===== config.mk =====
export PLATFORM = sky130hd
export DESIGN_NAME = vocc_fifo
export DESIGN_NICKNAME = d
export VERILOG_FILES = /design/src/rtl/core/vocc_fifo.sv
export SDC_FILE = /design/constraint.sdc
export NUM_CORES = 1
export LEC_CHECK = 0
export ABC_AREA = 1
export BUFFER_PORTS_ARGS = -buffer_cell sky130_fd_sc_hd__buf_2
export CAP_MARGIN = 15
export CORE_MARGIN = 4
export CORE_UTILIZATION = 59
export CTS_BUF_LIST = sky130_fd_sc_hd__clkbuf_8
export DETAILED_ROUTE_END_ITERATION = 8
export HOLD_SLACK_MARGIN = 0.03
export PLACE_DENSITY = 0.81
export SLEW_MARGIN = 5
export SYNTH_ARGS = -nofsm -noshare
export SYNTH_HDL_FRONTEND = slang
export SYNTH_SLANG_ARGS = --single-unit

===== constraint.sdc =====
create_clock -name clk -period 2 [get_ports clk]
set_input_delay 0.4 -clock clk [delete_from_list [all_inputs] [get_ports clk]]
set_output_delay 0.4 -clock clk [all_outputs]
set_load 0.05 [all_outputs]

===== src/rtl/core/vocc_fifo.sv =====
// ----------------------------------------------------------------------------
// vocc_fifo
// Short queue between the classifying front end and the table sequencer.
// ----------------------------------------------------------------------------
`timescale 1ns / 1ps
`default_nettype none

module vocc_fifo #(
  parameter int WIDTH = 8,
  parameter int DEPTH = 4
) (
  input  wire logic             clk,
  input  wire logic             rst_n,
  input  wire logic             wr,
  input  wire logic [WIDTH-1:0] wdata,
  output logic                  full,
  input  wire logic             rd,
  output logic      [WIDTH-1:0] rdata,
  output logic                  empty
);

  localparam int AW = $clog2(DEPTH);
  localparam int CW = $clog2(DEPTH + 1);

  logic [WIDTH-1:0] slot_r [DEPTH];
  logic [AW-1:0] wp_r, wp_nxt, rp_r, rp_nxt;
  logic [CW-1:0] cnt_r, cnt_nxt;
  logic do_wr, do_rd;

  assign full  = (cnt_r == CW'(DEPTH));
  assign empty = (cnt_r == '0);
  assign do_wr = wr && !full;
  assign do_rd = rd && !empty;
  assign rdata = slot_r[rp_r];

  always_comb begin
    wp_nxt  = wp_r;
    rp_nxt  = rp_r;
    cnt_nxt = cnt_r;
    if (do_wr) begin
      wp_nxt = (wp_r == AW'(DEPTH - 1)) ? '0 : wp_r + 1'b1;
    end
    if (do_rd) begin
      rp_nxt = (rp_r == AW'(DEPTH - 1)) ? '0 : rp_r + 1'b1;
    end
    if (do_wr && !do_rd) begin
      cnt_nxt = cnt_r + 1'b1;
    end else if (do_rd && !do_wr) begin
      cnt_nxt = cnt_r - 1'b1;
    end
  end

  always_ff @(posedge clk) begin
    if (!rst_n) begin
      wp_r  <= '0;
      rp_r  <= '0;
      cnt_r <= '0;
    end else begin
      wp_r  <= wp_nxt;
      rp_r  <= rp_nxt;
      cnt_r <= cnt_nxt;
    end
    if (do_wr) begin
      slot_r[wp_r] <= wdata;
    end
  end

endmodule

`default_nettype wire


==> flow_metrics.env <==
export IMPL_yosys_cell_count_top_type="nor2_1"
export IMPL_min_period_ns=1.88
export IMPL_drive_gt1_share_pct=22.2
export IMPL_avgSynthCellArea_sq_um=11.4
export IMPL_finalInstanceArea_sq_mm=0.00195
export IMPL_cts_setup_buffers=0
export IMPL_power_density_mw_per_mm2=1470
export IMPL_final_antenna_net_count=0
export IMPL_dp_slack_ns=0.130
export IMPL_finalHoldViolCount=0
export IMPL_post_drt_wl_per_cell_um=14.5
export IMPL_start_util_pct=61.4
export IMPL_synth_cell_types=18
export IMPL_ys_seq_elements=41
export IMPL_crit_fanout=10
export IMPL_synth_edf_count=32
export IMPL_first_iter_violations=66
export IMPL_path_class="reg -> out"
export IMPL_routed_via_density=5.34
export IMPL_worstSetupEndpoint="rdata[7]"
export IMPL_antenna_cells=0
export IMPL_grtUsageTotal_pct=19.1
export IMPL_grt_pass1_vias=1149
export IMPL_crit_reg2reg_capture="cnt_r[1]"
export IMPL_min_path_type="in -> reg"
export IMPL_critPathLaunchType="register"
export IMPL_peakVddDrop_v=0.00115
export IMPL_yosysTopAreaCellShare_pct=56.8
export IMPL_finalCritPeriodShare_pct=94.0
export IMPL_setup_viol=0
export IMPL_root_buffer="clkbuf_8"
export IMPL_synth_common_cells="33 x nor2_1, 32 x edfxtp_1, 18 x inv_1, 14 x nand2_1, 14 x o21ai_0"
export IMPL_fp_row_count=19
export IMPL_dieArea_sq_mm=0.00379
export IMPL_dp_hpwl_mm=2.20
export IMPL_nets=198
export IMPL_cp_end_kind="output pin"
export IMPL_clk_pin_slew_ns=0.08
export IMPL_async_flop_share_pct=0
export IMPL_arrival_ns=1.48
export IMPL_synth_area_sq_mm=0.00169
export IMPL_crit_chain="buf_4 > o21ai_0 > o22ai_1 > buf_2"
export IMPL_totalWireLength_mm=3.05
export IMPL_rsz0062_at_grt="no"
export IMPL_slew_viol_final=0
export IMPL_syn_num_nets=167
export IMPL_ys_flop_type="edfxtp_1"
export IMPL_placed_area_sq_mm=0.00185
export IMPL_drcViolationCount=0
export IMPL_gp_congestion=0.817
export IMPL_dieWidth_um=61.6
export IMPL_fin_ws_ns=0.121
export IMPL_skew_ns=0.0108
export IMPL_clk_insertion_delay_late_ns=0.29
export IMPL_synth_warnings=0
export IMPL_cts_hold_buf=0
export IMPL_crit_slowest_cell="dfxtp_2"
export IMPL_tns_ns=0
export IMPL_status="completed"
export IMPL_coreArea_sq_mm=0.00276
export IMPL_num_vias=1126
export IMPL_cts_made_buffers=5
export IMPL_clock_sinks=41
export IMPL_chipHeight_um=61.6
export IMPL_cp_data_required_time_ns=1.60
export IMPL_synth_area_leaders="edfxtp_1 57%, dfxtp_1 11%, nor2_1 7.3%"
export IMPL_htree_num_levels=2
export IMPL_synth_seq_area_share_pct=67.4
export IMPL_portBuffers=21
export IMPL_clockBufferDepth=2
export IMPL_final_util_pct=70.6
export IMPL_maxCapViolations=0
export IMPL_n_fill_cell=212
export IMPL_yosysTopAreaCell="edfxtp_1"
export IMPL_hold_worst_slack_ns=0.324
export IMPL_fmaxAchievable_mhz=532
export IMPL_r2r_cells=9
export IMPL_antenna_found_initial=0
export IMPL_max_stage_delay_ns=0.44
export IMPL_netlist_instances=148
export IMPL_area_growth_pct=15.0
export IMPL_slew_headroom_pct=77.2
export IMPL_grt_pass1_wl_mm=4.96
export IMPL_ff2ff_setup_slack_ns=0.13
export IMPL_regToRegStartpoint="cnt_r[1]"
export IMPL_grt_max_degree=17
export IMPL_tritoncts="built"
export IMPL_boundaryPins=22
export IMPL_grt_overflow=0
export IMPL_p_leak_nw=0.814
export IMPL_tightest_slew_ns=0.341
export IMPL_drt_pass1_iter_count=4
## what timing repair did
item | 4_1_cts | 5_1_grt
resized for setup | 1 | 3
endpoints found under the setup margin | 4 | 6
hold endpoints to repair | 0 | 0
## cell usage in the layout (no fill, tap or decap), drive strengths merged, types with 2 or more instances in the layout
cell    instances
a21oi           2
buf            25
clkbuf          7
dfxtp           9
edfxtp         32
ha              6
inv            21
nand2          15
nor2           33
o21ai          18
o22ai           8
## through the flow
stage / std cells / power (mW)
detailed placement: 203 / 2.35
global route: 211 / 3.05
global placement: 203 / 2.28
finish: 211 / 2.86
floorplan: 148 / 2.06
CTS: 211 / 2.88
## area by class of cell
class                      instances  area (sq um)  area share (%)
tap                               31          38.8            1.99
timing repair buffer              26           145            7.45
multi-input combinational         86           458            23.5
clock inverter                     2          7.51           0.386
clock buffer                       6          82.6            4.24
sequential                        41          1140            58.7
inverter                          19          71.3            3.66
## cells by family (layout without fill, tap and decap cells)
family,count (synthesis),count (layout),share of synthesized area (%)
AND/OR/NAND/NOR,51,51,11.9
adder cells (fa/ha/maj),7,7,5.62
buffers and inverters,21,53,5.54
AO/OA/AOI/OAI,28,28,9.53
flip-flops,41,41,67.4
## worst max-delay path: cells and delay by family, from the launching register on
kind | cells | cell delay [ns]
flops | 1 | 0.44
buf+inv | 2 | 0.48
compound gates | 2 | 0.27
## flip-flops by register name, summed over array words and instances, names as in the netlist, named ones only
signal and count:
wp_r 2, cnt_r 3, rp_r 2, slot_r 32
## power by group
group,total [mW],switching (mW),internal (mW),leakage [nW]
combinational,1.17,0.851,0.319,0.391
sequential,1.17,0.102,1.06,0.368
clock,0.528,0.257,0.271,0.0538
total,2.86,1.21,1.65,0.814
## routing by layer
layer / global-route usage, % / part of all wire [%]
met5: 0 / 0
met4: 11.8 / 2.5
met3: 4.40 / 4.7
met2: 36.2 / 55
met1: 18.1 / 37
## how the worst min path moves through the flow
stage	from	endpoint	slack, ns	cells after the start
after global placement	cnt_r[0]	cnt_r[0]	0.49	2
after global routing	wdata[5]	slot_r[0][5]	0.31	1
after detailed placement	cnt_r[0]	cnt_r[0]	0.51	2
after CTS	wdata[5]	slot_r[0][5]	0.31	1
after floorplan	cnt_r[0]	cnt_r[0]	0.48	2
final	wdata[3]	slot_r[3][3]	0.32	1
No activity file was read; power rests on OpenSTA's default activity.
